## config.mk

```make
export PLATFORM = sky130hd
export DESIGN_NAME = ccw_ucode
export DESIGN_NICKNAME = d
export VERILOG_FILES = /design/src/hdl/assert_macros.svh /design/src/hdl/ccw_pkg.sv /design/src/hdl/ccw_ucode.sv
export SDC_FILE = /design/constraint.sdc
export NUM_CORES = 1
export LEC_CHECK = 0
export ABC_AREA = 1
export ABC_CLOCK_PERIOD_IN_PS = 1430
export BUFFER_PORTS_ARGS = -buffer_cell sky130_fd_sc_hd__buf_2
export CORE_UTILIZATION = 45
export CTS_CLUSTER_DIAMETER = 150
export DETAILED_ROUTE_END_ITERATION = 10
export PLACE_DENSITY = 0.72
export SYNTH_ARGS = -nofsm -noshare
export SYNTH_HDL_FRONTEND = slang
export SYNTH_SLANG_ARGS = --single-unit
```

## constraint.sdc

```tcl
create_clock -name clk -period 1.43 [get_ports clk]
set_input_delay 0.2145 -clock clk [delete_from_list [all_inputs] [get_ports clk]]
set_output_delay 0.2145 -clock clk [all_outputs]
set_load 0.01 [all_outputs]
```

## src/hdl/assert_macros.svh

```systemverilog
// Assertion macros shared by the RTL. Each expects clk and arst_n in scope.
`ifndef ASSERT_MACROS_SVH
`define ASSERT_MACROS_SVH

// The consequent must hold in the same cycle as the antecedent.
`define ASSERT_SAME(label, ante, cons, msg) \
	label: assert property (@(posedge clk) disable iff (!arst_n) (ante) |-> (cons)) \
		else $error(msg);

// The consequent must hold in the cycle after the antecedent.
`define ASSERT_NEXT(label, ante, cons, msg) \
	label: assert property (@(posedge clk) disable iff (!arst_n) (ante) |=> (cons)) \
		else $error(msg);

`endif

```

## src/hdl/ccw_pkg.sv

```systemverilog
`timescale 1ns / 1ps
`default_nettype none

package ccw_pkg;

	localparam int MAX_AMOUNT  = 1023;
	localparam int AMOUNT_W    = 10;
	localparam int COIN_W      = 10;
	localparam int COIN_COUNT  = 4;
	localparam int COIN_SEL_W  = $clog2(COIN_COUNT);
	localparam int CFG_INDEX_W = 3;
	localparam int WAYS_W      = 32;
	localparam int TABLE_DEPTH = MAX_AMOUNT + 1;
	localparam int ADDR_W      = AMOUNT_W;
	localparam int STEP_W      = 4;

	localparam logic [WAYS_W-1:0] WAYS_MAX = {WAYS_W{1'b1}};

	localparam logic [COIN_W-1:0] COIN_A_RESET = COIN_W'(25);
	localparam logic [COIN_W-1:0] COIN_B_RESET = COIN_W'(10);
	localparam logic [COIN_W-1:0] COIN_C_RESET = COIN_W'(5);
	localparam logic [COIN_W-1:0] COIN_D_RESET = COIN_W'(1);

	localparam logic [CFG_INDEX_W-1:0] REG_COIN_A = CFG_INDEX_W'(0);
	localparam logic [CFG_INDEX_W-1:0] REG_COIN_B = CFG_INDEX_W'(1);
	localparam logic [CFG_INDEX_W-1:0] REG_COIN_C = CFG_INDEX_W'(2);
	localparam logic [CFG_INDEX_W-1:0] REG_COIN_D = CFG_INDEX_W'(3);

	localparam logic [COIN_SEL_W-1:0] SEL_A = COIN_SEL_W'(0);
	localparam logic [COIN_SEL_W-1:0] SEL_B = COIN_SEL_W'(1);
	localparam logic [COIN_SEL_W-1:0] SEL_C = COIN_SEL_W'(2);
	localparam logic [COIN_SEL_W-1:0] SEL_D = COIN_SEL_W'(3);

	typedef logic [STEP_W-1:0] step_t;
	typedef logic [COIN_COUNT-1:0][COIN_W-1:0] coin_arr_t;

	typedef enum logic [2:0] {
		OP_ACCEPT,
		OP_CLEAR,
		OP_LOAD,
		OP_SWEEP,
		OP_FETCH,
		OP_EMIT
	} op_t;

	// One control word. The jump is taken when the condition of the op holds;
	// otherwise the step holds or advances.
	typedef struct packed {
		op_t                   op;
		logic [COIN_SEL_W-1:0] coin_sel;
		logic                  hold;
		step_t                 jump;
	} ucode_t;

	typedef struct packed {
		logic in_xfer;
		logic at_end;
		logic skip;
		logic out_free;
	} cond_t;

	localparam step_t STEP_ACCEPT = STEP_W'(0);
	localparam step_t STEP_CLEAR  = STEP_W'(1);
	localparam step_t STEP_LOAD_A = STEP_W'(2);
	localparam step_t STEP_LOAD_B = STEP_W'(4);
	localparam step_t STEP_LOAD_C = STEP_W'(6);
	localparam step_t STEP_LOAD_D = STEP_W'(8);
	localparam step_t STEP_FETCH  = STEP_W'(10);

	function automatic ucode_t ucode_rom(input step_t step);
		ucode_t w;
		case (step)
			STEP_W'(0):  w = '{OP_ACCEPT, SEL_A, 1'b1, STEP_CLEAR};
			STEP_W'(1):  w = '{OP_CLEAR,  SEL_A, 1'b1, STEP_LOAD_A};
			STEP_W'(2):  w = '{OP_LOAD,   SEL_A, 1'b0, STEP_LOAD_B};
			STEP_W'(3):  w = '{OP_SWEEP,  SEL_A, 1'b1, STEP_LOAD_B};
			STEP_W'(4):  w = '{OP_LOAD,   SEL_B, 1'b0, STEP_LOAD_C};
			STEP_W'(5):  w = '{OP_SWEEP,  SEL_B, 1'b1, STEP_LOAD_C};
			STEP_W'(6):  w = '{OP_LOAD,   SEL_C, 1'b0, STEP_LOAD_D};
			STEP_W'(7):  w = '{OP_SWEEP,  SEL_C, 1'b1, STEP_LOAD_D};
			STEP_W'(8):  w = '{OP_LOAD,   SEL_D, 1'b0, STEP_FETCH};
			STEP_W'(9):  w = '{OP_SWEEP,  SEL_D, 1'b1, STEP_FETCH};
			STEP_W'(10): w = '{OP_FETCH,  SEL_A, 1'b0, STEP_ACCEPT};
			STEP_W'(11): w = '{OP_EMIT,   SEL_A, 1'b1, STEP_ACCEPT};
			default:     w = '{OP_ACCEPT, SEL_A, 1'b1, STEP_CLEAR};
		endcase
		return w;
	endfunction

endpackage

`default_nettype wire

```

## src/hdl/ccw_ucode.sv

```systemverilog
`timescale 1ns / 1ps
`default_nettype none

module ccw_ucode (
	input  wire logic            clk,
	input  wire logic            arst_n,
	input  wire ccw_pkg::cond_t  cond,
	output ccw_pkg::ucode_t      ctrl
);

	ccw_pkg::step_t step_q;
	ccw_pkg::step_t step_next;
	logic           take;

	always_ff @(posedge clk or negedge arst_n) begin
		if (!arst_n) begin
			step_q <= ccw_pkg::STEP_ACCEPT;
		end else begin
			step_q <= step_next;
		end
	end

	always_comb begin
		ctrl = ccw_pkg::ucode_rom(step_q);
		case (ctrl.op)
			ccw_pkg::OP_ACCEPT: take = cond.in_xfer;
			ccw_pkg::OP_CLEAR:  take = cond.at_end;
			ccw_pkg::OP_LOAD:   take = cond.skip;
			ccw_pkg::OP_SWEEP:  take = cond.at_end;
			ccw_pkg::OP_EMIT:   take = cond.out_free;
			default:            take = 1'b0;
		endcase
		if (take) begin
			step_next = ctrl.jump;
		end else if (ctrl.hold) begin
			step_next = step_q;
		end else begin
			step_next = step_q + ccw_pkg::STEP_W'(1);
		end
	end

endmodule

`default_nettype wire

```

==> impl_metrics.toml, run 1 <==
[floorplan]
die_h_um = 38.80
die-area_um2 = 1505
start_util = 0.5137
core_um2 = 1186
die_w_um = 38.80
rows = 12
ios = 16

[timing]
min_period_over_period = 1.105
fin_setup_tns_ns = -1.294
finalCriticalPeriod_ns = 1.580
finalClockSkew_ns = 0.0007978
slew_violations = 0
fmax_ghz = 0.6331
setup_ws_ns = -0.1495
finalHoldViolCount = 0
rsz0062_at_grt = "true"
setup_violations = 12
hold_ws_ns = 0.3234
relSlewSlack = 0.8590
worst_pin_slew_ns = 0.2106

[layout]
reg_top3 = "step_q: 4 flops"
fill_cells = 55
fin_nets = 134
largest_reg_flops = 4
area_growth_pct = 71.87
drive_gt1_frac = 0.6949
top_register = "step_q"
n_antenna_cell = 0
post-route-util = 0.8829
register_area_um2 = 102.6
multiInputGateArea_um2 = 583.1

[yosys]
synth_top_flop_cell = "dfrtp_1"
async_flop_share = 1.000
synth_edf_count = 0
synth.top_cells.by_count = "27 x nand2_1, 10 x inv_1, 9 x ha_1"
syn_area_per_cell_um2 = 7.085
synth.most_common_cell = "nand2_1"
yosys.area.top_type = "ha_1"
synthesis.nets = 101
ys_top_cells_by_area = "ha_1 18%, nand2_1 17%, dfrtp_1 16%"
seq_area_frac_synth = 0.1643
ys_types = 23
synth_area_um2 = 609.3
synth_cells = 86
synth_top_area_frac = 0.1848
ys_warn_count = 0
ys_ff_latch = 4

[cts]
cts_root_buf = "clkbuf_4"
clk_pin_slew_worst_paths_ns = 0.04
clk_path_buf_depth = 2
cts_made_buffers = 3
htreeDepth = 1
cts.sinks = 4
cts_tree = "done"
clock_latency_ns = 0.24

[placement]
dp_hpwl_mm = 1.102
gp_congestion = 0.8605
port_buffers = 15

[run_status]
violations = "negative setup slack"
status = "complete, but fails checks"

[drt]
antenna_left = 0
drt-total-wl_mm = 1.949
drc_errors = 0
drtIter0Drc = 9
wl_per_cell_um = 14.77
first_pass_iters = 4
drt-vias-per-instance = 5.076
via_count = 670

[setup_path]
cp-start-kind = "flip-flop"
path_max_fanout = 8
arrival_ns = 1.70
worstSetupPathType = "reg2reg"
worstSetupEndpointType = "flip-flop"
required_ns = 1.55

[grt]
grt_max_degree = 9
grt_pass1_wl_mm = 2.697
gr-usage-all-layers = 0.2725
grt_pass1_vias = 573
antenna_found_initial = 0
overflow = 0

[flow_run]
max_cap_violations = 0

[worst_hold_path]
hold_path.class = "in2async"
==> routing by layer <==
| metal | part of all wire | global-route usage | up-vias | wire length (um) |
|---|---|---|---|---|
| li1 | - | - | 323 | - |
| met1 | 0.44 | 0.3451 | 316 | 855 |
| met2 | 0.49 | 0.4625 | 25 | 949 |
| met3 | 0.040 | 0.05780 | 6 | 78 |
| met4 | 0.033 | 0.06897 | 0 | 65 |
| met5 | 0 | 0 | - | 0 |
==> cell type report <==
| cell class | instances | area share |
|---|---|---|
| timing repair buffer | 31 | 0.2389 |
| multi-input combinational | 65 | 0.5568 |
| inverter | 14 | 0.06452 |
| clock buffer | 4 | 0.02509 |
| tap | 14 | 0.01673 |
| sequential | 4 | 0.09797 |
==> worst max-delay path: stages (launching register included) <==
cell and delay (ns):
dfrtp_2 0.44, buf_6 0.16, nand2_2 0.09, nand2_1 0.07, nor2_1 0.18, nor2_4 0.07
buf_4 0.15, nand3_4 0.11, inv_4 0.06, nand2_2 0.07, nand2_1 0.07
==> cells by family after synthesis <==
group	synth area share
DFF	0.1643
xor gates and xnor gates	0.02875
adders and majority gates	0.1848
AOI/OAI and AO/OA	0.03080
buffers and inverters	0.1294
and+or+nand+nor	0.4620
==> stage by stage <==
| stage | cell area [um2] | cells | setup slack [ns] |
|---|---|---|---|
| finish | 1047 | 132 | -0.1495 |
| global route | 1047 | 132 | -0.2142 |
| CTS | 964.7 | 130 | -0.1416 |
| detailed placement | 802.0 | 121 | -0.04901 |
| global placement | 802.0 | 121 | -0.04200 |
| floorplan | 671.9 | 86 | 0.004550 |
==> path summary, 6_finish.rpt <==
path                            from        end  slack [ns]  cells past startpoint
max                        step_q[2]  step_q[2]       -0.15                     10
max in group asynchronous     arst_n  step_q[1]        0.97                      2
min                           arst_n  step_q[3]        0.32                      2
max reg2reg                step_q[2]  step_q[2]       -0.15                     10
min in group clk             cond[0]  step_q[1]        0.52                      6
min reg2reg                step_q[1]  step_q[1]        0.70                      3
==> layout by cell type (no fill, tap or decap), types with 3 or more instances in the layout <==
cell type / count
ha_4: 5
nand3_2: 4
clkbuf_4: 3
nand2_4: 5
nand2_1: 18
inv_1: 5
buf_6: 10
buf_2: 9
buf_4: 11
inv_2: 4
nand2_2: 12
inv_4: 4
==> timing repair <==
| item | in CTS | in global routing |
|---|---|---|
| endpoints found under the hold margin | 4 | 0 |
| resized for setup | 27 | 16 |
| cloned | 0 | 0 |
| hold buffers | 1 | 0 |
| setup endpoints to repair | 11 | 13 |
| pin swaps | 9 | 6 |
| buffers inserted | 5 | 2 |
Power of run 1 is left out: the tool's default activity adds up to more than one toggle a clock period on the data nets, which glitch-free logic cannot reach.
==> inputs of run 2 (changes only) <==
--- a/config.mk
+++ b/config.mk
@@ -12,6 +12,7 @@
 export CTS_CLUSTER_DIAMETER = 150
 export DETAILED_ROUTE_END_ITERATION = 10
 export PLACE_DENSITY = 0.72
+export SETUP_SLACK_MARGIN = 0.1
 export SYNTH_ARGS = -nofsm -noshare
 export SYNTH_HDL_FRONTEND = slang
 export SYNTH_SLANG_ARGS = --single-unit
==> run 2 against run 1 <==
The flow still finishes with violations (negative setup slack). Via count up 6.4%. Clock-buffer cell count unchanged. First-iteration DRC count up 22%. Fmax down 1.9%. Critical path type unchanged. Largest cell class unchanged.
==> impl_metrics.toml, run 2 (same netlist as run 1, synthesis figures left out) <==
[grt]
antenna_found_initial = 0
gr-usage-all-layers = 0.2422
grt_max_degree = 7
grt_pass1_vias = 634
overflow = 0
grt_pass1_wl_mm = 2.484

[setup_path]
required_ns = 1.52
max_stage_delay_ns = 0.46
worstSetupPathType = "reg2reg"
cp.buffers_inverters = 3
crit_path_start = "step_q[2]"
r2r-start = "step_q[2]"
worstSetupEndpointType = "flip-flop"
cpMostUsedCell = "nand2_1"
arrival_ns = 1.70
crit_family = "simple AND/OR/NAND/NOR gates"
cp_cell_sequence = "buf_6, nand2_2, nand2_1, nor2_2, nor2_4, buf_4, nand3_4, inv_2, nand2_1, nand2_1"
cp-start-kind = "flip-flop"
crit_slowest_cell = "dfrtp_2"
path_max_fanout = 4

[floorplan]
start_util = 0.5137
die_h_um = 38.80
die_w_um = 38.80
core_um2 = 1186
ios = 16
rows = 12
die-area_um2 = 1505

[timing]
rsz0062_at_grt = "true"
setup_violations = 13
relSlewSlack = 0.7963
finalClockSkew_ns = 0.009128
finalHoldViolCount = 0
min_period_over_period = 1.126
slew_violations = 0
worst_pin_slew_ns = 0.3055
finalCriticalPeriod_ns = 1.610
setup_ws_ns = -0.1803
fmax_ghz = 0.6210

[cts]
cts_made_buffers = 3
clk_pin_slew_worst_paths_ns = 0.04
clock_latency_ns = 0.23
cts_root_buf = "clkbuf_4"
htreeDepth = 1
cts.sinks = 4
cts_tree = "done"
clk_path_buf_depth = 2

[layout]
post-route-util = 0.9620
n_antenna_cell = 0
final_common_cell = "nand2_1"
most-common-layout-cells = "19 x nand2_1, 14 x buf_6, 11 x buf_4"
top_register = "step_q"
largest_reg_flops = 4
fin_nets = 139
area_growth_pct = 87.27
reg_top3 = "step_q: 4 flops"
drive_gt1_frac = 0.7154

[drt]
drc_errors = 0
drtIter0Drc = 11
antenna_left = 0
first_pass_iters = 6
via_count = 713
drt-total-wl_mm = 2.259
wl_per_cell_um = 16.49
drt-vias-per-instance = 5.204

[placement]
dp_hpwl_mm = 1.134
port_buffers = 15
gp_congestion = 0.8383

[flow_run]
max_cap_violations = 0

[run_status]
status = "complete, but fails checks"
violations = "negative setup slack"

[worst_hold_path]
hold_path.class = "in2async"
## run 2: cell count changes in the layout (fill, tap and decap cells not counted), sizes merged
cell,delta
buf,+5
inv,-1
clkinv,+1
## run 2: layout make-up
cell class                      count  area [um2]
Clock buffer                        4       26.28
Inverter                           14       67.56
Fill cell                          24       45.04
Multi-Input combinational cell     65       611.8
Sequential cell                     4       102.6
Timing Repair Buffer               36       315.3
Tap cell                           14       17.52
## run 2: final timing paths
check | endpoint | slack (ns) | cells after the start
min | step_q[0] | 0.34 | 2
max | step_q[2] | -0.18 | 10
min reg2reg | step_q[1] | 0.67 | 3
max in group asynchronous | step_q[2] | 0.95 | 2
min in group clk | step_q[1] | 0.58 | 6
max reg2reg | step_q[2] | -0.18 | 10
## run 2: through the flow
stage	cells	setup TNS, ns	cell area [um2]	setup slack [ns]	hold WS (ns)
final	137	-1.386	1141	-0.1803	0.3369
after global placement	125	-0.1954	849.6	-0.06580	0.02088
after floorplan	86	0	676.9	0.007491	-0.08109
after global routing	137	-1.967	1141	-0.2203	0.3397
after detailed placement	125	-0.2693	849.6	-0.07539	0.02218
after CTS	136	-0.8454	1016	-0.09397	0.3120
## run 2: per-layer routing
metal / vias up / track usage / share of wire
li1: 334 / - / -
met4: 0 / 0.09483 / 0.050
met3: 16 / 0.01734 / 0.054
met2: 43 / 0.4708 / 0.52
met1: 320 / 0.2632 / 0.38
met5: - / 0 / 0
## run 2: worst register-to-register path, stage by stage, from the launching register on
cell     delay (ns)
dfrtp_2        0.46
buf_6          0.15
nand2_2        0.11
nand2_1        0.08
nor2_2         0.15
nor2_4         0.05
buf_4          0.15
nand3_4        0.10
inv_2          0.07
nand2_1        0.09
nand2_1        0.09
## run 2: timing repair
action | in CTS | in global routing
hold buffers | 1 | 0
pin swaps | 11 | 8
endpoints found under the setup margin | 14 | 14
setup buffers | 6 | 1
resized for setup | 23 | 26
hold endpoints to repair | 4 | 0
Power of run 2 is left out for the same reason.
==> inputs of run 3 (changes only) <==
--- a/config.mk
+++ b/config.mk
@@ -11,8 +11,9 @@
 export CORE_UTILIZATION = 45
 export CTS_CLUSTER_DIAMETER = 150
 export DETAILED_ROUTE_END_ITERATION = 10
-export PLACE_DENSITY = 0.72
+export PLACE_DENSITY = 0.73
 export SETUP_SLACK_MARGIN = 0.1
+export SKIP_CTS_REPAIR_TIMING = 1
 export SYNTH_ARGS = -nofsm -noshare
 export SYNTH_HDL_FRONTEND = slang
 export SYNTH_SLANG_ARGS = --single-unit
==> constraint.sdc (replaced) <==
create_clock -name clk -period 1.43 [get_ports clk]
set_input_delay 0.2145 -clock clk [delete_from_list [all_inputs] [get_ports clk]]
set_output_delay 0.2145 -clock clk [all_outputs]
set_load 0.05 [all_outputs]
==> run 3 against run 2 <==
First-iteration DRC count is 64% lower. Utilization is 8.5 points lower. Non-clock buffer count is 4 lower. Design area is 8.9% lower. Fmax is 0.58% lower. Highest routed layer unchanged. Flip-flop and latch count stayed put. Worst hold slack worse by 0.015 ns. Sequential share of layout area is 0.88 points higher. Die area stayed put. Clock skew is 0.00086 ns lower. Largest cell class unchanged. Final cell count is 3.6% lower. Critical path depth is 5 lower. The flow still finishes with violations (negative setup slack).
==> impl_metrics.toml, run 3 (same netlist as run 1, synthesis figures left out) <==
[run_status]
status = "complete, but fails checks"
violations = "negative setup slack"

[drt]
wl_met1_um = 678
wl_per_cell_um = 13.74
drtIter0Drc = 4
drt-vias-per-instance = 5.030
antenna_left = 0
wl_met3_um = 63
topRoutingLayerUsed = "met4"
drt-total-wl_mm = 1.814
via_count = 664
first_pass_iters = 4
dr_wl_met2_mm = 1.020
drc_errors = 0

[layout]
final_common_cell = "nand2_1"
largest_reg_flops = 4
multiInputGateArea_um2 = 558.0
register_area_um2 = 102.6
n_antenna_cell = 0
area_growth_pct = 70.64
top_register = "step_q"
most-common-layout-cells = "23 x nand2_1, 14 x buf_4, 9 x buf_6"
fin_nets = 135
drive_gt1_frac = 0.6186
fill_cells = 60
reg_top3 = "step_q: 4 flops"
final_cells = 132

[floorplan]
die_h_um = 38.80
core_um2 = 1186
start_util = 0.5137
die-area_um2 = 1505
rows = 12
ios = 16
die_w_um = 38.80

[cts]
cts_root_buf = "clkbuf_4"
clk_path_buf_depth = 2
cts.sinks = 4
cts_tree = "done"
clock_latency_ns = 0.24
htreeDepth = 1
clk_pin_slew_worst_paths_ns = 0.04
cts_made_buffers = 3

[placement]
gp_congestion = 0.8470
placed_cells = 125
port_buffers = 15
dp_hpwl_mm = 1.228

[setup_path]
cp-start-kind = "flip-flop"
path_max_fanout = 4
required_ns = 1.22
crit_slowest_cell = "dfrtp_2"
path_depth = 5
cp-endpoint = "ctrl[4]"
reg2reg_to = "step_q[0]"
timing.reg2reg.setup_slack_ns = -0.14
crit_family = "flip-flops"
r2r-start = "step_q[1]"
max_stage_delay_ns = 0.44
cp_cell_sequence = "buf_6, ha_4, and2_4, nor2_4, buf_8"
worstSetupEndpointType = "output pin"
arrival_ns = 1.41
cp.buffers_inverters = 2
ff2ff_path_depth = 11
worstSetupPathType = "reg2out"
crit_path_start = "step_q[1]"

[grt]
gr-usage-all-layers = 0.2302
grt_max_degree = 9
antenna_found_initial = 0
grt_pass1_vias = 571
grt_pass1_wl_mm = 2.235
overflow = 0

[timing]
finalClockSkew_ns = 0.008263
setup_ws_ns = -0.1896
finalHoldViolCount = 0
finalCriticalPeriod_ns = 1.620
setup_violations = 14
min_period_over_period = 1.133
rsz0062_at_grt = "true"
fmax_ghz = 0.6174
worst_pin_slew_ns = 0.2456
slew_violations = 0
relSlewSlack = 0.8374
hold_ws_ns = 0.3218

[flow_run]
max_cap_violations = 0

[worst_hold_path]
hold_path.class = "in2async"
[run 3: stage by stage]
step	setup WS [ns]	util	setup TNS, ns	instance area (um2)
CTS	-0.3220	0.7162	-3.153	849.6
floorplan	-0.2187	-	-0.8384	670.6
global route	-0.2245	0.8766	-2.445	1040
global placement	-0.08793	0.6973	-0.3800	827.0
finish	-0.1896	0.8766	-1.736	1040
detailed placement	-0.1848	0.6973	-0.8255	827.0
[run 3: how the worst min path moves through the flow]
stage | to | slack [ns]
final | step_q[2] | 0.32
after global routing | step_q[2] | 0.33
after CTS | step_q[2] | -0.23
after detailed placement | step_q[3] | 0.03
after global placement | step_q[2] | 0.02
after floorplan | step_q[0] | -0.08
[run 3: cell type report]
cell class / count / share of cell area
repair buffers: 32 / 0.2659
inverters: 14 / 0.06017
multi-input cells: 65 / 0.5367
clock buffers: 3 / 0.02166
flip-flops and latches: 4 / 0.09868
well taps: 14 / 0.01685
[run 3: per-layer routing]
metal	vias to the layer above	GRT usage
li1	326	-
met3	6	0.05780
met2	19	0.4333
met5	-	0
met4	0	0.1552
met1	313	0.2105
Power of run 3 is left out for the same reason.
